<file path="config.mk">
export PLATFORM = sky130hd
export DESIGN_NAME = trp_gain
export DESIGN_NICKNAME = d
export VERILOG_FILES = /design/src/rtl/trp_pkg.sv /design/src/rtl/trp_gain.sv
export SDC_FILE = /design/constraint.sdc
export NUM_CORES = 2
export LEC_CHECK = 0
export BUFFER_PORTS_ARGS = -buffer_cell sky130_fd_sc_hd__buf_2
export CAP_MARGIN = 30
export CORE_MARGIN = 2
export CORE_UTILIZATION = 35
export DETAILED_ROUTE_END_ITERATION = 8
export SYNTH_ARGS = -nofsm -noshare
export SYNTH_HDL_FRONTEND = slang
export SYNTH_SLANG_ARGS = --single-unit
</file>
<file path="constraint.sdc">
create_clock -name clk -period 20.7 [get_ports clk]
set_input_delay 2.07 -clock clk [delete_from_list [all_inputs] [get_ports clk]]
set_output_delay 2.07 -clock clk [all_outputs]
set_load 0.01 [all_outputs]
</file>
<file path="src/rtl/trp_pkg.sv">
`timescale 1ns / 1ps

package trp_pkg;

  localparam int unsigned COORD_W = 32;
  localparam int unsigned DIFF_W = COORD_W + 1;
  localparam int unsigned GUARD_BITS = 8;
  localparam int unsigned VEC_W = DIFF_W + GUARD_BITS + 3;
  localparam int unsigned ANG_W = 34;
  localparam int unsigned HEAD_W = 16;
  localparam int unsigned PROD_W = VEC_W + 16;
  localparam int unsigned RND_W = PROD_W - 16 - GUARD_BITS;
  localparam int unsigned CORDIC_STAGES_DEF = 16;
  localparam int unsigned ATAN_ENTRIES = 32;

  localparam logic [15:0] INV_GAIN_HI = 16'h9B74;
  localparam logic [15:0] INV_GAIN_LO = 16'hEDA8;

  localparam logic signed [COORD_W-1:0] SAT_MAX = 32'sh7FFF_FFFF;
  localparam logic signed [COORD_W-1:0] SAT_MIN = 32'sh8000_0000;

  typedef enum logic [1:0] {
    CFG_ORIGIN_X = 2'd0,
    CFG_ORIGIN_Y = 2'd1,
    CFG_HEADING  = 2'd2
  } cfg_idx_t;

  typedef enum logic [1:0] {
    QUAD_0   = 2'd0,
    QUAD_90  = 2'd1,
    QUAD_180 = 2'd2,
    QUAD_270 = 2'd3
  } quad_t;

  typedef struct packed {
    logic signed [VEC_W-1:0] x;
    logic signed [VEC_W-1:0] y;
    logic signed [ANG_W-1:0] z;
  } trp_vec_t;

  function automatic logic [ANG_W-1:0] trp_atan(input int unsigned idx);
    logic [31:0] v;
    unique case (idx)
      0:  v = 32'h20000000;
      1:  v = 32'h12E4051E;
      2:  v = 32'h09FB385B;
      3:  v = 32'h051111D4;
      4:  v = 32'h028B0D43;
      5:  v = 32'h0145D7E1;
      6:  v = 32'h00A2F61E;
      7:  v = 32'h00517C55;
      8:  v = 32'h0028BE53;
      9:  v = 32'h00145F2F;
      10: v = 32'h000A2F98;
      11: v = 32'h000517CC;
      12: v = 32'h00028BE6;
      13: v = 32'h000145F3;
      14: v = 32'h0000A2FA;
      15: v = 32'h0000517D;
      16: v = 32'h000028BE;
      17: v = 32'h0000145F;
      18: v = 32'h00000A30;
      19: v = 32'h00000518;
      20: v = 32'h0000028C;
      21: v = 32'h00000146;
      22: v = 32'h000000A3;
      23: v = 32'h00000051;
      24: v = 32'h00000029;
      25: v = 32'h00000014;
      26: v = 32'h0000000A;
      27: v = 32'h00000005;
      28: v = 32'h00000003;
      29: v = 32'h00000001;
      30: v = 32'h00000001;
      default: v = 32'h00000000;
    endcase
    return ANG_W'(v);
  endfunction

endpackage

</file>
<file path="src/rtl/trp_gain.sv">
`timescale 1ns / 1ps

module trp_gain import trp_pkg::*; (
  input  logic                      clk,
  input  logic                      rst_n,
  input  logic                      in_valid,
  output logic                      in_ready,
  input  trp_vec_t                  in_vec,
  output logic                      out_valid,
  input  logic                      out_ready,
  output logic signed [COORD_W-1:0] view_x,
  output logic signed [COORD_W-1:0] view_y,
  output logic                      clipped
);

  logic                     v1_r;
  logic                     v2_r;
  logic                     v3_r;
  logic                     v4_r;
  logic [1:0]               neg1_r;
  logic [1:0]               neg2_r;
  logic [1:0]               neg3_r;
  logic [VEC_W-1:0]         mag_r [2];
  logic [PROD_W-1:0]        phi_r [2];
  logic [PROD_W-1:0]        plo_r [2];
  logic [RND_W-1:0]         rnd_r [2];
  logic signed [COORD_W-1:0] res_r [2];
  logic                     clip_r;

  logic                     rdy1;
  logic                     rdy2;
  logic                     rdy3;
  logic                     rdy4;
  logic signed [VEC_W-1:0]  ax [2];
  logic [VEC_W-1:0]         mag_nxt [2];
  logic [PROD_W-1:0]        sum [2];
  logic [PROD_W-1:0]        sum_rnd [2];
  logic signed [COORD_W-1:0] res_nxt [2];
  logic [1:0]               clip_nxt;

  assign rdy4     = !v4_r || out_ready;
  assign rdy3     = !v3_r || rdy4;
  assign rdy2     = !v2_r || rdy3;
  assign rdy1     = !v1_r || rdy2;
  assign in_ready = rdy1;

  assign ax[0] = in_vec.x;
  assign ax[1] = in_vec.y;

  always_comb begin
    for (int k = 0; k < 2; k++) begin
      mag_nxt[k] = ax[k][VEC_W-1] ? VEC_W'(-ax[k]) : VEC_W'(ax[k]);
      sum[k]     = phi_r[k] + (plo_r[k] >> 16);
      sum_rnd[k] = sum[k] + (PROD_W'(1) << (15 + GUARD_BITS));
      if (!neg3_r[k] && (rnd_r[k] > RND_W'(SAT_MAX))) begin
        res_nxt[k]  = SAT_MAX;
        clip_nxt[k] = 1'b1;
      end else if (neg3_r[k] && (rnd_r[k] > RND_W'({1'b0, SAT_MIN}))) begin
        res_nxt[k]  = SAT_MIN;
        clip_nxt[k] = 1'b1;
      end else begin
        res_nxt[k]  = neg3_r[k] ? -$signed(rnd_r[k][COORD_W-1:0])
                                : $signed(rnd_r[k][COORD_W-1:0]);
        clip_nxt[k] = 1'b0;
      end
    end
  end

  always_ff @(posedge clk) begin
    if (!rst_n) begin
      v1_r <= 1'b0;
      v2_r <= 1'b0;
      v3_r <= 1'b0;
      v4_r <= 1'b0;
    end else begin
      if (rdy1) v1_r <= in_valid;
      if (rdy2) v2_r <= v1_r;
      if (rdy3) v3_r <= v2_r;
      if (rdy4) v4_r <= v3_r;
    end
  end

  always_ff @(posedge clk) begin
    if (in_valid && rdy1) begin
      neg1_r <= {ax[1][VEC_W-1], ax[0][VEC_W-1]};
      for (int k = 0; k < 2; k++) mag_r[k] <= mag_nxt[k];
    end
    if (v1_r && rdy2) begin
      neg2_r <= neg1_r;
      for (int k = 0; k < 2; k++) begin
        phi_r[k] <= PROD_W'(mag_r[k]) * PROD_W'(INV_GAIN_HI);
        plo_r[k] <= PROD_W'(mag_r[k]) * PROD_W'(INV_GAIN_LO);
      end
    end
    if (v2_r && rdy3) begin
      neg3_r <= neg2_r;
      for (int k = 0; k < 2; k++) rnd_r[k] <= sum_rnd[k][PROD_W-1:16+GUARD_BITS];
    end
    if (v3_r && rdy4) begin
      for (int k = 0; k < 2; k++) res_r[k] <= res_nxt[k];
      clip_r <= |clip_nxt;
    end
  end

  assign out_valid = v4_r;
  assign view_x    = res_r[0];
  assign view_y    = res_r[1];
  assign clipped   = clip_r;

endmodule

</file>
# == Yosys cells after proc, flatten, opt, wreduce, memory -nomap -nowiden ==
# Memories as Yosys holds them, arrays and structs flattened.
# Cells that the tools add are included.
# word_totals
memories,5
output_inout_bits,67
reg_bits,11
ram_bits,454
inputBits,126
wordCells,68
# classes
n_mux,20
addsub,8
n_lt_le_gt_ge,4
n_reduce_logical,19
multipliers,4
# mem_list
name,words,width,read_ports,rd_clocked_by_memory_dff,write_ports,line_no,rtl
phi_r,2,58,2,0,2,trp_gain.sv:24,logic [PROD_W-1:0] phi_r [2];
plo_r,2,57,2,0,2,trp_gain.sv:25,logic [PROD_W-1:0] plo_r [2];
mag_r,2,44,2,0,2,trp_gain.sv:23,logic [VEC_W-1:0] mag_r [2];
rnd_r,2,36,2,0,2,trp_gain.sv:26,logic [RND_W-1:0] rnd_r [2];
res_r,2,32,2,0,2,trp_gain.sv:27,logic signed [COORD_W-1:0] res_r [2];
# ops
operator,n
2-to-1 mux 32 bit,6
"adder 60 x 24 -> 60 bit, second input constant",2
adder 60 x 44 -> 60 bit,2
"multiplier 44 x 14 -> 58 bit, second input constant",2
"multiplier 44 x 13 -> 57 bit, second input constant",2
2-to-1 mux 44 bit,2
negation 44 bit,2
"> comparator 36 x 31 -> 1 bit, second input constant",2
"> comparator 36 x 32 -> 1 bit, second input constant",2
negation 32 bit,2
2-to-1 mux 1 bit,12
logical AND 1 bit,8
logical NOT 1 bit,6
logical OR 1 bit,4
OR reduction 2 bit,1

# == Logic depth before layout (Yosys ltp) ==
# logic_depth
word_depth,8
mapped_depth,24
ltp_nobuf,23

# == Least setup slack after synthesis ==
# Ideal clock, no wire load.
# synth_path
kind,input to register
start,input out_ready
end,"register neg2_r[0], enable pin"
slack_ps,2719
cell_stages,3
n_path_buf,0
arrival_time_ps,16910
required_time_ps,19628
setup_ps,1072
cell_sequence,nor2b_1 and2_0 a21boi_0
# synth_between
elab_chain_len,4
# synth_rtl
element,line_no,rtl
"start, declared",trp_gain.sv:10,"input logic out_ready,"
logical OR 1 bit,trp_gain.sv:41,assign rdy4 = !v4_r || out_ready;
logical OR 1 bit,trp_gain.sv:42,assign rdy3 = !v3_r || rdy4;
logical OR 1 bit,trp_gain.sv:43,assign rdy2 = !v2_r || rdy3;
logical AND 1 bit,trp_gain.sv:88,if (v1_r && rdy2) begin
"end signal, assigned",trp_gain.sv:89,neg2_r <= neg1_r;
"end, declared",trp_gain.sv:21,logic [1:0] neg2_r;
# No other way between the ends.
# A chain may end at the register's enable or synchronous reset.

==> impl_metrics.tcl <==
set metrics [dict create \
    outcome "finished, final reports clean" \
    crit_required_ns 21.12 \
    crit_type "flop to flop" \
    yosys.area.top_type "fa_1" \
    core_sq_um 179000 \
    fillers 17700 \
    drv_slew 0 \
    m1WireLength_mm 72.5 \
    avgSynthCellArea_sq_um 10.4 \
    path_buf_inv 7 \
    num_rows 155 \
    max_stage_delay_ns 0.67 \
    first_iter_violations 2377 \
    cts.reportedPaths.clkPinSlew_ns 0.06 \
    synth_edf_count 431 \
    cts_max_path_buffers 3 \
    end_kind "flop" \
    finalSetupViolations 0 \
    seq_area_frac_synth_pct 20.6 \
    skew_ns 0.0362 \
    root_buffer "clkbuf_16" \
    synth_top_area_share_pct 30.4 \
    tightest_slew_ns 1.03 \
    path_max_fanout 7 \
    grt_antenna_before_repair 27 \
    clk_latency_ns 0.68 \
    grt_pass1_vias 45800 \
    synth.area.top_cells "fa_1 (30%), edfxtp_1 (20%), ha_1 (18%), inv_1 (9.1%), xnor2_1 (3.4%)" \
    pin_count 193 \
    yosys_warnings 0 \
    start_util_pct 35.3 \
    grt_pass1_wl_mm 263 \
    cts_sinks 435 \
    grt_overflow 0 \
    synth-simple-area-share_pct 6.46 \
    synth_compound_area_share_pct 10.1 \
    crit_top_cell "inv_1" \
    cap_violations 0 \
    dieArea_sq_um 184000 \
    path_depth 24 \
    syn_inst 6093 \
    synth_area_sq_um 63200 \
    slew_headroom_pct 31.3 \
    dr_wl_met3_mm 6.25 \
    portBuffers 158 \
    post_cts_resized 0 \
    crit_arrival_ns 8.41 \
    ant_nets 0 \
    hp-class "flop to flop" \
    gp_congestion 0.923 \
    synth_fa_ha_area_share_pct 48.0 \
    numCtsBuffers 56 \
    h-tree-depth 2 \
    rsz0062_at_grt "false" \
    grt_usage_pct 18.3 \
    top_layer "met5" \
    slowest_stage "edfxtp_1" \
    cpLargestDelayFamily "adder cells" \
    fmax_ghz 0.125 \
    final.setup.tns_ns 0 \
    fin_crit_ns 7.99 \
    hold_depth 0 \
    vias_per_cell 4.93 \
    route.met2.wl_mm 78.5 \
    drc 0 \
    synth.area.mux_share_pct 0.208 \
    grt_max_degree 74 \
    cts_tree "built" \
    cts_hold_buf 0 \
    dr_total_vias 42700 \
    worst_setup_path_start_kind "flop" \
    syn_nets 8068 \
    synth-seq-cells 435 \
    die_w_um 429 \
    ys_types 70 \
    dp_hpwl_mm 139 \
    final_net_count 8228 \
    post_cts_buffers 0 \
    synthArstFlopShare_pct 0 \
    die_y_um 429 \
    drive_above_1_share_pct 4.89 \
    synthXorXnorAreaFrac_pct 5.07 \
    drt-total-wl_mm 163 \
    drtPass1Iterations 6 \
    wl_per_cell_um 18.8 \
    area_growth_pct 8.84 \
    r2r_cells 24 \
    crit_chain "inv_1, fa_1, inv_1, ha_1, inv_1, fa_1, inv_1, fa_1, fa_1, inv_1, fa_1, inv_1, ha_1, nand4_1, a21oi_1, o41ai_1, o21ai_0, a21oi_1, o21ai_0, o221ai_1, buf_4, o31ai_1, a311oi_1, xnor2_1" \
    timing.final.crit_share_pct 38.6 \
    synth_top_family_by_area "adder cells" \
    hold_viol 0 \
    synth_ff_type "edfxtp_1" \
]
-- registers in the layout, summed over array words and instances (netlist names), 2 cells and up --
register	count
neg3_r	2
neg1_r	2
mag_r	88
phi_r	110
res_r	64
rnd_r	72
neg2_r	2
plo_r	90
-- synth_stat cells, types with 36 or more instances --
cell and instances:
nand2_1 213, o21bai_1 43, nor2_1 210, xor2_1 123, a31oi_1 47, o31ai_1 36, a21o_1 160, inv_1 1537
xnor2_1 243, nor3_1 71, o21ai_0 169, nand3_1 65, ha_1 891, fa_1 958, edfxtp_1 431, clkbuf_1 75
a21oi_1 295, nand4_1 57
-- cell type report --
type / count / area (sq um) / share of cell area [%]
Multi-Input combinational cell: 4043 / 44200 / 64.2
Sequential cell: 435 / 13000 / 18.9
Inverter: 1539 / 5780 / 8.40
Tap cell: 2355 / 2950 / 4.28
Clock buffer: 64 / 1450 / 2.11
Timing Repair Buffer: 178 / 997 / 1.45
Clock inverter: 39 / 378 / 0.549
Antenna cell: 17 / 42.5 / 0.0619
-- placed cells by master (no fill, tap or decap), drive strengths merged, types with 21 or more instances in the layout --
cell type / synthesis / routed
nand2: 213 / 213
inv: 1537 / 1543
fa: 958 / 958
nand3: 65 / 65
xor2: 123 / 123
ha: 891 / 891
edfxtp: 431 / 431
clkbuf: 75 / 64
o21ai: 171 / 171
nand4: 57 / 57
clkinv: 2 / 22
nor3: 71 / 71
nand2b: 29 / 29
and3: 21 / 21
o22a: 23 / 23
or4: 29 / 29
or3: 21 / 21
nor2b: 33 / 33
a31oi: 47 / 47
buf: 1 / 178
a21oi: 295 / 295
nor2: 210 / 210
o21a: 29 / 29
a21o: 160 / 160
o31ai: 37 / 37
xnor2: 243 / 243
o22ai: 32 / 32
o21bai: 43 / 43
-- metrics by stage --
step	setup WS (ns)	hold WS, ns	std cells	cell area, sq um	util [%]
6_report	12.71	0.419	8670	68800	38.4
5_1_grt	12.19	0.435	8665	68800	38.4
4_1_cts	12.69	0.422	8652	68700	38.4
3_5_place_dp	12.74	0.405	8549	66900	37.4
3_3_place_gp	12.73	0.403	8545	66800	37.3
2_1_floorplan	2.72	0.400	6093	63200	-
-- final timing paths --
check | startpoint | endpoint | slack, ns
worst max register to register | mag_r[0][54] | phi_r[0][113] | 12.71
worst min-delay path | neg1_r[1] | neg2_r[1] | 0.42
worst max-delay path | mag_r[0][54] | phi_r[0][113] | 12.71
worst min register to register | neg1_r[1] | neg2_r[1] | 0.42
-- logic make-up after synthesis --
kind of cell | Yosys count
and+or+nand+nor | 827
AOI/OAI and AO/OA | 988
buffers and inverters | 1615
adders and majority gates | 1849
muxes | 13
xor gates and xnor gates | 366
DFF | 435
-- metal layers --
layer,up-vias,GRT usage [%]
met5,-,0
met4,4,6.47
met3,208,2.21
met2,825,31.1
met1,21400,24.1
li1,20300,-
Power is left out: the tool's default activity adds up to more than one toggle a clock period on the data nets, which glitch-free logic cannot reach.
