## src/rtl/trp_pkg.sv

```systemverilog
`timescale 1ns / 1ps

package trp_pkg;

  localparam int unsigned COORD_W = 32;
  localparam int unsigned DIFF_W = COORD_W + 1;
  localparam int unsigned GUARD_BITS = 8;
  localparam int unsigned VEC_W = DIFF_W + GUARD_BITS + 3;
  localparam int unsigned ANG_W = 34;
  localparam int unsigned HEAD_W = 16;
  localparam int unsigned PROD_W = VEC_W + 16;
  localparam int unsigned RND_W = PROD_W - 16 - GUARD_BITS;
  localparam int unsigned CORDIC_STAGES_DEF = 16;
  localparam int unsigned ATAN_ENTRIES = 32;

  localparam logic [15:0] INV_GAIN_HI = 16'h9B74;
  localparam logic [15:0] INV_GAIN_LO = 16'hEDA8;

  localparam logic signed [COORD_W-1:0] SAT_MAX = 32'sh7FFF_FFFF;
  localparam logic signed [COORD_W-1:0] SAT_MIN = 32'sh8000_0000;

  typedef enum logic [1:0] {
    CFG_ORIGIN_X = 2'd0,
    CFG_ORIGIN_Y = 2'd1,
    CFG_HEADING  = 2'd2
  } cfg_idx_t;

  typedef enum logic [1:0] {
    QUAD_0   = 2'd0,
    QUAD_90  = 2'd1,
    QUAD_180 = 2'd2,
    QUAD_270 = 2'd3
  } quad_t;

  typedef struct packed {
    logic signed [VEC_W-1:0] x;
    logic signed [VEC_W-1:0] y;
    logic signed [ANG_W-1:0] z;
  } trp_vec_t;

  function automatic logic [ANG_W-1:0] trp_atan(input int unsigned idx);
    logic [31:0] v;
    unique case (idx)
      0:  v = 32'h20000000;
      1:  v = 32'h12E4051E;
      2:  v = 32'h09FB385B;
      3:  v = 32'h051111D4;
      4:  v = 32'h028B0D43;
      5:  v = 32'h0145D7E1;
      6:  v = 32'h00A2F61E;
      7:  v = 32'h00517C55;
      8:  v = 32'h0028BE53;
      9:  v = 32'h00145F2F;
      10: v = 32'h000A2F98;
      11: v = 32'h000517CC;
      12: v = 32'h00028BE6;
      13: v = 32'h000145F3;
      14: v = 32'h0000A2FA;
      15: v = 32'h0000517D;
      16: v = 32'h000028BE;
      17: v = 32'h0000145F;
      18: v = 32'h00000A30;
      19: v = 32'h00000518;
      20: v = 32'h0000028C;
      21: v = 32'h00000146;
      22: v = 32'h000000A3;
      23: v = 32'h00000051;
      24: v = 32'h00000029;
      25: v = 32'h00000014;
      26: v = 32'h0000000A;
      27: v = 32'h00000005;
      28: v = 32'h00000003;
      29: v = 32'h00000001;
      30: v = 32'h00000001;
      default: v = 32'h00000000;
    endcase
    return ANG_W'(v);
  endfunction

endpackage

```

## src/rtl/trp_front.sv

```systemverilog
`timescale 1ns / 1ps

module trp_front import trp_pkg::*; (
  input  logic                      clk,
  input  logic                      rst_n,
  input  logic                      in_valid,
  output logic                      in_ready,
  input  logic signed [COORD_W-1:0] point_x,
  input  logic signed [COORD_W-1:0] point_y,
  input  logic signed [COORD_W-1:0] origin_x,
  input  logic signed [COORD_W-1:0] origin_y,
  input  logic        [HEAD_W-1:0]  heading,
  output logic                      out_valid,
  input  logic                      out_ready,
  output trp_vec_t                  out_vec
);

  logic                     v1_r;
  logic signed [DIFF_W-1:0] dx_r;
  logic signed [DIFF_W-1:0] dy_r;
  quad_t                    q_r;
  logic signed [ANG_W-1:0]  z_r;
  logic                     v2_r;
  trp_vec_t                 vec_r;

  logic                     rdy1;
  logic                     rdy2;
  logic [HEAD_W-1:0]        head_bias;
  logic [1:0]               q_nxt;
  logic [HEAD_W-1:0]        resid;
  logic signed [DIFF_W-1:0] dx_nxt;
  logic signed [DIFF_W-1:0] dy_nxt;
  logic signed [VEC_W-1:0]  xe;
  logic signed [VEC_W-1:0]  ye;
  trp_vec_t                 vec_nxt;

  assign rdy2     = !v2_r || out_ready;
  assign rdy1     = !v1_r || rdy2;
  assign in_ready = rdy1;

  assign head_bias = heading + HEAD_W'(16'h2000);
  assign q_nxt     = head_bias[HEAD_W-1:HEAD_W-2];
  assign resid     = heading - {q_nxt, {(HEAD_W-2){1'b0}}};
  assign dx_nxt    = DIFF_W'(point_x) - DIFF_W'(origin_x);
  assign dy_nxt    = DIFF_W'(point_y) - DIFF_W'(origin_y);

  assign xe = VEC_W'(dx_r) <<< GUARD_BITS;
  assign ye = VEC_W'(dy_r) <<< GUARD_BITS;

  always_comb begin
    vec_nxt.z = z_r;
    unique case (q_r)
      QUAD_0: begin
        vec_nxt.x = xe;
        vec_nxt.y = ye;
      end
      QUAD_90: begin
        vec_nxt.x = -ye;
        vec_nxt.y = xe;
      end
      QUAD_180: begin
        vec_nxt.x = -xe;
        vec_nxt.y = -ye;
      end
      QUAD_270: begin
        vec_nxt.x = ye;
        vec_nxt.y = -xe;
      end
      default: begin
        vec_nxt.x = xe;
        vec_nxt.y = ye;
      end
    endcase
  end

  always_ff @(posedge clk) begin
    if (!rst_n) begin
      v1_r <= 1'b0;
      v2_r <= 1'b0;
    end else begin
      if (rdy1) v1_r <= in_valid;
      if (rdy2) v2_r <= v1_r;
    end
  end

  always_ff @(posedge clk) begin
    if (in_valid && rdy1) begin
      dx_r <= dx_nxt;
      dy_r <= dy_nxt;
      q_r  <= quad_t'(q_nxt);
      z_r  <= {{(ANG_W-HEAD_W-16){resid[HEAD_W-1]}}, resid, 16'h0000};
    end
    if (v1_r && rdy2) vec_r <= vec_nxt;
  end

  assign out_valid = v2_r;
  assign out_vec   = vec_r;

endmodule

```

## config.mk

```make
export PLATFORM = sky130hd
export DESIGN_NAME = trp_front
export DESIGN_NICKNAME = d
export VERILOG_FILES = /design/src/rtl/trp_pkg.sv /design/src/rtl/trp_front.sv
export SDC_FILE = /design/constraint.sdc
export NUM_CORES = 1
export LEC_CHECK = 0
export BUFFER_PORTS_ARGS = -buffer_cell sky130_fd_sc_hd__buf_2
export CORE_MARGIN = 2
export CORE_UTILIZATION = 50
export DETAILED_ROUTE_END_ITERATION = 12
export PLACE_DENSITY = 0.82
export SLEW_MARGIN = 20
export SYNTH_ARGS = -nofsm -noshare
export SYNTH_HDL_FRONTEND = slang
export SYNTH_SLANG_ARGS = --single-unit
```

## constraint.sdc

```tcl
create_clock -name clk -period 6.7 [get_ports clk]
set_input_delay 0.335 -clock clk [delete_from_list [all_inputs] [get_ports clk]]
set_output_delay 0.335 -clock clk [all_outputs]
set_load 0.01 [all_outputs]
```

---- After elaboration in Yosys (flattened, before gate mapping) ----
Index checks and enable logic that the tools add are counted.
word-level totals
  flip-flop bits (word level) ............. 190
  bits of input ports ..................... 148
  output and inout bits ................... 124
cells by class
  equality and inequality tests ........... 3
  reduce and logical (&&, ||, !) cells .... 7
  mux-type cells .......................... 1
  add/subtract/negate cells ............... 6
operator list
  kind                                                                    number
  88-bit case mux with 4 select lines                                     1
  41-bit negator with 44-bit output                                       2
  32-bit by 32-bit subtractor with 33-bit output                          2
  16-bit by 14-bit adder with 16-bit output (second input constant)       1
  16-bit subtractor                                                       1
  2-bit equality test (second input constant)                             2
  2-bit by 1-bit equality test with 1-bit output (second input constant)  1
  1-bit logical AND                                                       2
  1-bit zero test                                                         2
  2-bit zero test                                                         1
  1-bit logical OR                                                        2

---- Longest topological paths before layout ----
Gate-level depths: netlist (run 1).
  depth in word-level cells ............... 4
  depth in mapped cells ................... 11

---- Worst setup path after synthesis (run 1) ----
OpenSTA, ideal clock, no wires.
  kind .................................... register to register
  start point ............................. reg v2_r (netlist: out_valid)
  end point ............................... reg vec_r, in the netlist out_vec[100], enable pin
  clock period less this slack ............ 4.952 ns
  arrival time ............................ 4.406 ns
  cell stages (with the launch flop) ...... 3
  slack ................................... 1.748 ns
  required time ........................... 6.154 ns
  path through ............................ dfxtp_1 > nor2b_1 > nor2b_1
on the way
  cells in the longest elaborated chain, start to end .. 3
RTL lines
  what                    RTL line         source
  from (decl)             trp_front.sv:23  logic v2_r;
  from (signal assigned)  trp_front.sv:82  if (rdy2) v2_r <= v1_r;
  1-bit zero test         trp_front.sv:37  assign rdy2 = !v2_r || out_ready;
  1-bit logical OR        trp_front.sv:37
  1-bit logical AND       trp_front.sv:93  if (v1_r && rdy2) vec_r <= vec_nxt;
  to (signal assigned)    trp_front.sv:93
  to (decl)               trp_front.sv:24  trp_vec_t vec_r;
Every way passes these cells.
A chain may end at the register's enable or synchronous reset.

==> results of run 1 <==
-- cells by family after synthesis --
| logic type | after synthesis | synth area share [%] |
|---|---|---|
| mux | 53 | 6.91 |
| buf+inv | 185 | 6.59 |
| compound gates | 367 | 18.8 |
| fa+ha+maj | 70 | 7.10 |
| simple gates | 347 | 13.8 |
| flops | 174 | 41.5 |
| other cells | 1 | 0.0299 |
| xor+xnor | 75 | 5.24 |
-- through the flow --
step	cells	worst slack (ps)	utilization [%]	total power (µW)
floorplan	1303	1750	-	2090
global placement	1777	3320	56.5	2310
detailed placement	1777	3250	56.5	2340
CTS	1808	3320	58.9	3320
global route	1808	3050	58.9	3470
finish	1808	3310	58.9	3310
-- flip-flops by register name (all words and copies together), names as in the netlist --
register / count
z_r: 16
dx_r: 33
q_r: 2
v1_r: 1
out_valid: 1
out_vec: 88
dy_r: 33
-- power groups by stage --
stage	sequential [µW]	clock (µW)	combinational (µW)
after CTS	1480	995	844
after floorplan	1460	0	625
after global placement	1490	0	817
after detailed placement	1500	0	838
after global routing	1490	1040	941
final	1480	978	853
-- final cells by class --
type | instances | area, µm² | share of cell area (%)
clock buffer | 20 | 437 | 3.03
clock inverter | 11 | 143 | 0.989
inverter | 88 | 330 | 2.29
multi-input combinational | 944 | 6640 | 46.0
sequential | 174 | 5200 | 36.1
tap | 324 | 405 | 2.81
timing repair buffer | 247 | 1260 | 8.76
-- routing by layer --
layer  up-vias  share of wire [%]  GRT usage, %
li1       5089                  -             -
met1      4990                 43          33.5
met2       513                 46          38.8
met3        58                8.0          3.26
met4         0                2.4          8.57
met5         -                  0             0
-- layout by cell type (no fill, tap or decap), types with 5 or more instances in the layout --
cell / instances
xnor2_1: 44
nor3_1: 36
nor4_1: 11
o21bai_1: 9
nand4_1: 6
or2_2: 9
nand3_1: 35
o31a_1: 11
o21a_1: 19
or4_1: 5
ha_1: 68
a21boi_0: 6
nor2_1: 77
xor2_1: 31
mux2i_1: 18
a21oi_1: 124
o21ai_0: 63
mux2_2: 9
and3_1: 7
buf_2: 239
a211oi_1: 13
clkbuf_16: 17
a21o_1: 21
a31oi_1: 13
or3_1: 12
and2_1: 7
nor2b_1: 15
inv_1: 86
o311a_1: 8
nand2_1: 95
a221oi_1: 6
o22ai_1: 15
buf_4: 6
conb_1: 32
o211ai_1: 7
mux4_2: 26
edfxtp_1: 172
nand2b_1: 11
o31ai_1: 9
-- worst register-to-register path, stage by stage, from the launching register on --
cell      delay (ps)
edfxtp_1         460
inv_1             90
ha_1             240
or4b_2           650
nor4_1           560
nand3b_1         330
nor3_1           260
xor2_1           220
nor2_1            60
a21oi_1          150
a21oi_1           90
-- final timing paths --
path,endpoint,slack [ps],depth (start not counted)
setup reg to reg,out_vec[112],3310,10
hold / removal,z_r[28],90,1
hold reg to reg,out_vec[31],420,0
setup / recovery,out_vec[112],3310,10
==> run_results.csv, run 1 <==
group,metric,value,unit
floorplan,dieArea,0.0264,mm²
power,netSwitchingFraction,29.9,%
clock_network,cts_tree,"yes",
timing,rsz0062_at_grt,"no",
route,detail_route.vias_per_cell,5.89,
critical_path,cp-end-kind,"register",
outcome,status,"finished, final reports clean",
critical_path,crit_slowest_cell,"or4b_2",
hold_path,hp-start,"heading[12]",
timing,finalSetupTns,0,ps
logic_synthesis,ys_types,78,
logic_synthesis,ys_ff_latch,174,
place,dp_hpwl,24.0,mm
timing,skew,8.80,ps
final_layout,n_antenna_cell,0,
logic_synthesis,synth_common_cells,"edfxtp_1 (172), a21oi_1 (124), nand2_1 (95)",
critical_path,crit-reg2reg-launch,"dx_r[1]",
logic_synthesis,synthFlopType,"edfxtp_1",
place,portBuffers,239,
floorplan,die_w,162,µm
final_layout,layout-drive-gt1-share,22.4,%
power,p_comb_share,25.8,%
critical_path,startpoint_type,"register",
power,internal-power,2320,µW
logic_synthesis,synth_edf_count,172,
floorplan,coreArea,0.0245,mm²
global_route,grt_max_degree,121,
timing,fin_crit_sh,50.5,%
critical_path,path_delay_family,"simple AND/OR/NAND/NOR gates",
global_route,grt_pass1_vias,9862,
route,postRouteAntennaNets,0,
timing,slew_headroom,35.1,%
floorplan,io_pins,272,
logic_synthesis,syn_avg_cell_area,9.86,µm²
final_layout,synthToLayoutAreaGrowth,15.0,%
clock_network,h-tree-depth,4,
place,placed_cell_area,0.0138,mm²
clock_network,cts_made_buffers,17,
timing,fmax,295,MHz
timing,tightest_slew,960,ps
logic_synthesis,ys_async_sr_fraction,0,%
critical_path,cp.arrival,3520,ps
critical_path,required,6840,ps
route,drt-pass1-iter-count,7,
floorplan,row_count,57,
timing,finalSetupViolations,0,
critical_path,crit_chain,"inv_1, ha_1, or4b_2, nor4_1, nand3b_1, nor3_1, xor2_1, nor2_1, a21oi_1, a21oi_1",
clock_network,cts.path.max_buffers,2,
power,peakVddDrop,198,µV
critical_path,cp_common_cell,"a21oi_1",
floorplan,start_util,51.3,%
logic_synthesis,synth_area,0.0125,mm²
critical_path,path_buf_inv,1,
power,power_frac_clock,29.5,%
power,switchingPower,991,µW
logic_synthesis,yosysSeqAreaShare,41.5,%
final_layout,fillers,2053,
critical_path,crit_type,"register to register",
logic_synthesis,yosys_warnings,0,
final_layout,fin_nets,1690,
timing,slew_violations,0,
final_layout,final_cell_area,0.0144,mm²
power,leakage,0.00590,µW
global_route,antenna_found_initial,0,
timing,hold_viol,0,
critical_path,crit_path_max_fanout,6,
floorplan,fp.dieH,162,µm
clock_network,root_buffer,"clkbuf_16",
clock_network,post_cts_buffers,0,
power,pwr-share-seq,44.7,%
route,routed_wl,32.1,mm
logic_synthesis,yosysMostFrequentCell,"edfxtp_1",
clock_network,ctsResizeCount,0,
logic_synthesis,synth_top_area_share,41.2,%
global_route,grt_use_total,24.1,%
place,globalplace.congestion,0.894,
clock_network,holdBufCountCts,0,
critical_path,slowest_delay,650,ps
timing,period_needed,3390,ps
hold_path,hp-class,"input pin to register",
global_route,gr-total-overflow,0,
logic_synthesis,synth_area_leaders,"edfxtp_1 (41%), ha_1 (6.8%), a21oi_1 (4.9%)",
logic_synthesis,synth_cells,1272,
clock_network,clkSlewWorstSetupHoldPaths,60,ps
route,vias,10700,
critical_path,crit_start,"dx_r[1]",
route,dr.first_iter.drc_count,1142,
route,wl_per_cell,17.7,µm
global_route,grt_pass1_wl,50.0,mm
clock_network,cts_sinks,174,
logic_synthesis,netlist.top_cell.by_area,"edfxtp_1",
timing,holdWs,85.1,ps
job,cap_violations,0,
route,post-route-drc-count,0,
clock_network,worstSkewPairLatency,430,ps
power,powerDensity,230,mW/mm²
Power figures use the tool's default switching activity.
==> run 2: changes to the inputs <==
Settings changed: ABC_AREA set to 1, PLACE_DENSITY 0.82 to 0.84.
Clock period 6.7 ns to 2.83 ns, I/O delays scaled along.
==> run 2 against run 1 <==
First-iteration DRC count up 23%. Register-to-register slack worse by 2600 ps. Highest routed layer unchanged. Clock power up 140%. Critical endpoint is now out_vec[63].
==> run_results.csv, run 2 <==
group,metric,value,unit
logic_synthesis,synth_cells,2045,
route,detail_route.vias_per_cell,5.25,
place,pre_cts_ws,682,ps
logic_synthesis,ys_types,38,
route,routed_wl,43.4,mm
route,post-route-drc-count,0,
timing,period_needed,2160,ps
logic_synthesis,ys_async_sr_fraction,0,%
floorplan,row_count,61,
logic_synthesis,ys_ff_latch,174,
critical_path,crit-reg2reg-launch,"q_r[0]",
logic_synthesis,yosys_warnings,0,
logic_synthesis,synth_edf_count,172,
global_route,grt_pass1_wl,68.6,mm
place,portBuffers,239,
timing,finalSetupViolations,0,
critical_path,startpoint_type,"register",
power,powerDensity,492,mW/mm²
timing,setup_ws,671,ps
critical_path,crit_slowest_cell,"edfxtp_1",
power,power_frac_clock,29.3,%
final_layout,synthToLayoutAreaGrowth,16.7,%
global_route,grt_max_degree,61,
timing,hold_viol,0,
timing,tightest_slew,863,ps
power,netSwitchingFraction,36.2,%
place,globalplace.congestion,0.994,
critical_path,cp.arrival,2450,ps
floorplan,coreArea,0.0278,mm²
route,wl_per_cell,16.1,µm
hold_path,min_path_cells,3,
final_layout,final_cell_mix,"nand2_1 (687), inv_1 (345), buf_2 (239)",
global_route,grt_pass1_vias,13200,
power,peakVddDrop,342,µV
hold_path,hp-class,"input pin to register",
critical_path,slowest_delay,530,ps
floorplan,die_w,172,µm
floorplan,dieArea,0.0296,mm²
timing,skew,13.6,ps
critical_path,cp-end-kind,"register",
timing,rsz0062_at_grt,"no",
global_route,antenna_found_initial,0,
hold_path,hp-start,"in_valid",
final_layout,multi_input_area,0.00739,mm²
job,cap_violations,0,
logic_synthesis,netlist.top_cell.by_area,"edfxtp_1",
critical_path,crit_chain,"inv_2, nand2_2, inv_2, buf_4, nand3_1, nand4_1",
logic_synthesis,yosysMostFrequentCell,"nand2_1",
logic_synthesis,synth_area,0.0141,mm²
clock_network,clkSlewWorstSetupHoldPaths,80,ps
logic_synthesis,synth_common_cells,"nand2_1 (687), inv_1 (346), nor2_1 (205)",
clock_network,h-tree-depth,4,
logic_synthesis,yosysSeqAreaShare,36.9,%
final_layout,n_antenna_cell,0,
logic_synthesis,synthFlopType,"edfxtp_1",
global_route,gr-total-overflow,0,
logic_synthesis,synth_top_area_share,36.6,%
clock_network,cts.path.max_buffers,2,
clock_network,root_buffer,"clkbuf_16",
logic_synthesis,syn_avg_cell_area,6.91,µm²
clock_network,cts_tree,"yes",
critical_path,r2r_cells,6,
power,switchingPower,2940,µW
critical_path,crit_type,"register to register",
timing,slew_headroom,42.4,%
critical_path,reg2reg_slack,670,ps
final_layout,final_common_cell,"nand2_1",
floorplan,fp.dieH,172,µm
route,vias,14200,
route,dr.first_iter.drc_count,1399,
power,p_comb_share,27.4,%
timing,finalSetupTns,0,ps
outcome,status,"finished, final reports clean",
final_layout,fin_nets,2524,
critical_path,crit_path_max_fanout,32,
clock_network,cts_sinks,174,
critical_path,path_buf_inv,3,
floorplan,io_pins,272,
route,drt-pass1-iter-count,6,
final_layout,fillers,2664,
global_route,grt_use_total,29.8,%
clock_network,worstSkewPairLatency,440,ps
route,postRouteAntennaNets,0,
final_layout,layout-drive-gt1-share,14.7,%
timing,fmax,463,MHz
power,leakage,0.00825,µW
hold_path,hold_end,"v1_r",
timing,slew_violations,0,
power,internal-power,5180,µW
critical_path,path_delay_family,"buffers and inverters",
final_layout,seqCellArea,0.00520,mm²
critical_path,timing.rr.end,"out_vec[63]",
timing,fin_crit_sh,76.3,%
power,pwr-share-seq,43.3,%
logic_synthesis,synth_area_leaders,"edfxtp_1 (37%), nand2_1 (18%), inv_1 (9.2%)",
floorplan,start_util,50.8,%
place,dp_hpwl,35.8,mm
final_layout,largest_reg_flops,88,
clock_network,ctsResizeCount,0,
final_layout,utilization,59.3,%
critical_path,required,3120,ps
clock_network,cts_made_buffers,17,
critical_path,cp_common_cell,"inv_2",
==> run 2: cell families (layout without fill, tap and decap cells) <==
group,Yosys count,count (layout),share of synthesized area [%]
simple gates,1200,1200,36.2
buf+inv,407,650,11.8
flops,174,174,36.9
compound gates,137,137,5.34
fa+ha+maj,70,70,6.31
xor+xnor,56,56,3.47
other cells,1,32,0.0265
==> run 2: layout make-up <==
type / count / area share [%]
clock inverters: 15 / 1.10
well taps: 378 / 2.87
multi-input cells: 1495 / 44.8
clock buffers: 17 / 2.58
repair buffers: 269 / 9.11
inverters: 349 / 7.95
flip-flops and latches: 174 / 31.6
==> run 2: through the flow <==
stage | area [µm²] | std cells | power [µW] | hold slack (ps)
after floorplan | 14300 | 2076 | 4940 | 240
after global placement | 15700 | 2648 | 5690 | 321
after detailed placement | 15700 | 2648 | 5730 | 320
after CTS | 16500 | 2697 | 8110 | 14.0
after global routing | 16500 | 2697 | 8560 | 33.2
final | 16500 | 2697 | 8110 | 20.0
==> run 2: worst max-delay path by stage <==
stage	start	to	slack [ps]	depth (start not counted)
global placement	q_r[0]	out_vec[94]	690	6
global route	q_r[0]	out_vec[63]	560	6
detailed placement	q_r[0]	out_vec[94]	680	6
floorplan	out_valid	dx_r[0]	110	3
CTS	q_r[0]	out_vec[94]	670	6
finish	q_r[0]	out_vec[63]	670	6
==> run 2: power by group through the flow <==
stage | clock, µW | combinational [µW] | sequential, µW
after global routing | 2520 | 2510 | 3530
after CTS | 2420 | 2200 | 3500
after global placement | 0 | 2140 | 3550
final | 2380 | 2220 | 3510
after detailed placement | 0 | 2170 | 3550
after floorplan | 0 | 1460 | 3480
==> run 2: worst min-delay path, stage by stage <==
cell,delay [ps]
buf_2,90
nand2_1,90
a21oi_1,70
==> run 2: metal layers <==
metal / part of all wire, % / up-vias / track usage [%]
met5: 0 / - / 0
met4: 2.8 / 0 / 8.99
met3: 7.4 / 79 / 3.80
met2: 46 / 631 / 50.1
met1: 44 / 6436 / 40.3
li1: - / 7017 / -
==> run 2: what timing repair did <==
action                                  4_1_cts  5_1_grt
setup buffers                                 0        0
hold buffers                                 17        0
endpoints found under the setup margin        0        0
endpoints found under the hold margin        17        0
==> run 3: changes to the inputs <==
Settings changed: PLACE_DENSITY 0.84 to 0.81.
Clock period 2.83 ns to 2.1 ns, I/O delays scaled along.
==> run 3 against run 2 <==
Maximum frequency up 9.4%. Critical path type unchanged. Largest power group unchanged. Utilization up 1.1 points. Critical path depth increased by 2. Worst hold slack better by 4.0 ps.
==> run_results.csv, run 3 (same netlist as run 2, synthesis figures left out) <==
group,metric,value,unit
outcome,status,"finished, final reports clean",
final_layout,fin_nets,2557,
floorplan,dieArea,0.0296,mm²
clock_network,worstSkewPairLatency,450,ps
timing,slew_violations,0,
final_layout,layout-drive-gt1-share,16.0,%
critical_path,cp-end-kind,"register",
route,detail_route.vias_per_cell,5.23,
power,leakage,0.00840,µW
timing,hold_viol,0,
floorplan,start_util,50.8,%
final_layout,synthToLayoutAreaGrowth,18.8,%
route,routed_wl,44.4,mm
floorplan,io_pins,272,
timing,period_needed,1970,ps
place,post-place-cells,2675,
clock_network,cts.path.max_buffers,2,
power,peakVddDrop,542,µV
critical_path,required,2280,ps
route,vias,14300,
route,drt-pass1-iter-count,7,
global_route,antenna_found_initial,0,
global_route,gr-total-overflow,0,
final_layout,finalNonFillerCells,2730,
route,postRouteAntennaNets,0,
final_layout,final_common_cell,"nand2_1",
clock_network,clkSlewWorstSetupHoldPaths,70,ps
global_route,grt_pass1_wl,68.6,mm
clock_network,cts_sinks,174,
power,p_total,11000,µW
floorplan,coreArea,0.0278,mm²
place,globalplace.congestion,0.985,
global_route,grt_max_degree,66,
floorplan,fp.dieH,172,µm
final_layout,final_cell_mix,"nand2_1 (686), inv_1 (344), buf_2 (239)",
clock_network,cts_tree,"yes",
clock_network,root_buffer,"clkbuf_16",
power,powerDensity,658,mW/mm²
place,pre_cts_ws,79.9,ps
final_layout,utilization,60.4,%
timing,fin_crit_sh,94.0,%
final_layout,largest_reg_flops,88,
timing,fmax,507,MHz
final_layout,n_antenna_cell,0,
timing,skew,12.5,ps
route,dr.first_iter.drc_count,1334,
critical_path,crit_type,"register to register",
floorplan,die_w,172,µm
place,dp_hpwl,36.4,mm
hold_path,hp-class,"input pin to register",
final_layout,fillers,2682,
place,portBuffers,239,
route,wl_per_cell,16.3,µm
floorplan,row_count,61,
global_route,grt_pass1_vias,13300,
critical_path,crit_path_max_fanout,6,
timing,setup_ws,126,ps
global_route,grt_use_total,30.1,%
critical_path,cp.arrival,2150,ps
timing,finalSetupViolations,0,
clock_network,cts_made_buffers,17,
job,cap_violations,0,
critical_path,startpoint_type,"register",
clock_network,h-tree-depth,4,
route,post-route-drc-count,0,
run 3: path summary, 6_finish.rpt:
kind,start,endpoint,slack (ps),cells after the start
hold / removal,out_ready,v1_r,20,4
setup / recovery,dy_r[1],out_vec[102],130,8
hold reg to reg,z_r[30],out_vec[30],420,0
setup reg to reg,dy_r[1],out_vec[102],130,8
run 3: area by class of cell:
type / count / area (µm²) / share of cell area [%]
Inverter: 349 / 1320 / 7.84
Clock inverter: 14 / 158 / 0.940
Clock buffer: 18 / 429 / 2.56
Multi-Input combinational cell: 1495 / 7400 / 44.1
Sequential cell: 174 / 5210 / 31.0
Timing Repair Buffer: 302 / 1790 / 10.7
Tap cell: 378 / 473 / 2.82
run 3: metal layers:
| metal | vias to the layer above | share of wire, % | global-route usage, % | routed length (µm) |
|---|---|---|---|---|
| met1 | 6516 | 43 | 40.2 | 19200 |
| met2 | 612 | 46 | 50.8 | 20700 |
| li1 | 7074 | - | - | - |
| met3 | 71 | 7.3 | 3.64 | 3220 |
| met5 | - | 0 | 0 | 0 |
| met4 | 0 | 3.0 | 9.94 | 1320 |
run 3: per-stage QoR:
stage | TNS [ps] | hold slack (ps) | cell area, µm²
2_1_floorplan | -25980 | 204 | 14300
3_3_place_gp | 0 | 282 | 16000
3_5_place_dp | 0 | 284 | 16000
4_1_cts | 0 | 1.83 | 16700
5_1_grt | -9.44 | 32.5 | 16800
6_report | 0 | 24.1 | 16800
run 3: critical path, stage by stage (launching register included):
cell and delay [ps]:
edfxtp_1 400, inv_1 130, ha_1 230, nand2_2 120, nor2_4 230, nand2_2 150
or2_1 250, nand3_1 90, nand4_1 100
run 3: timing repair:
action,CTS,global route
hold endpoints to repair,18,0
setup buffers,0,4
endpoints found under the setup margin,0,14
hold buffers,19,0
gates resized for setup,0,5
run 3: power by group:
part	switching (µW)	leakage, µW	total, µW	internal [µW]
clock network	1410	0.000287	3180	1780
logic	2050	0.00645	3180	1120
registers	353	0.00167	4670	4320
total	3820	0.00840	11000	7220
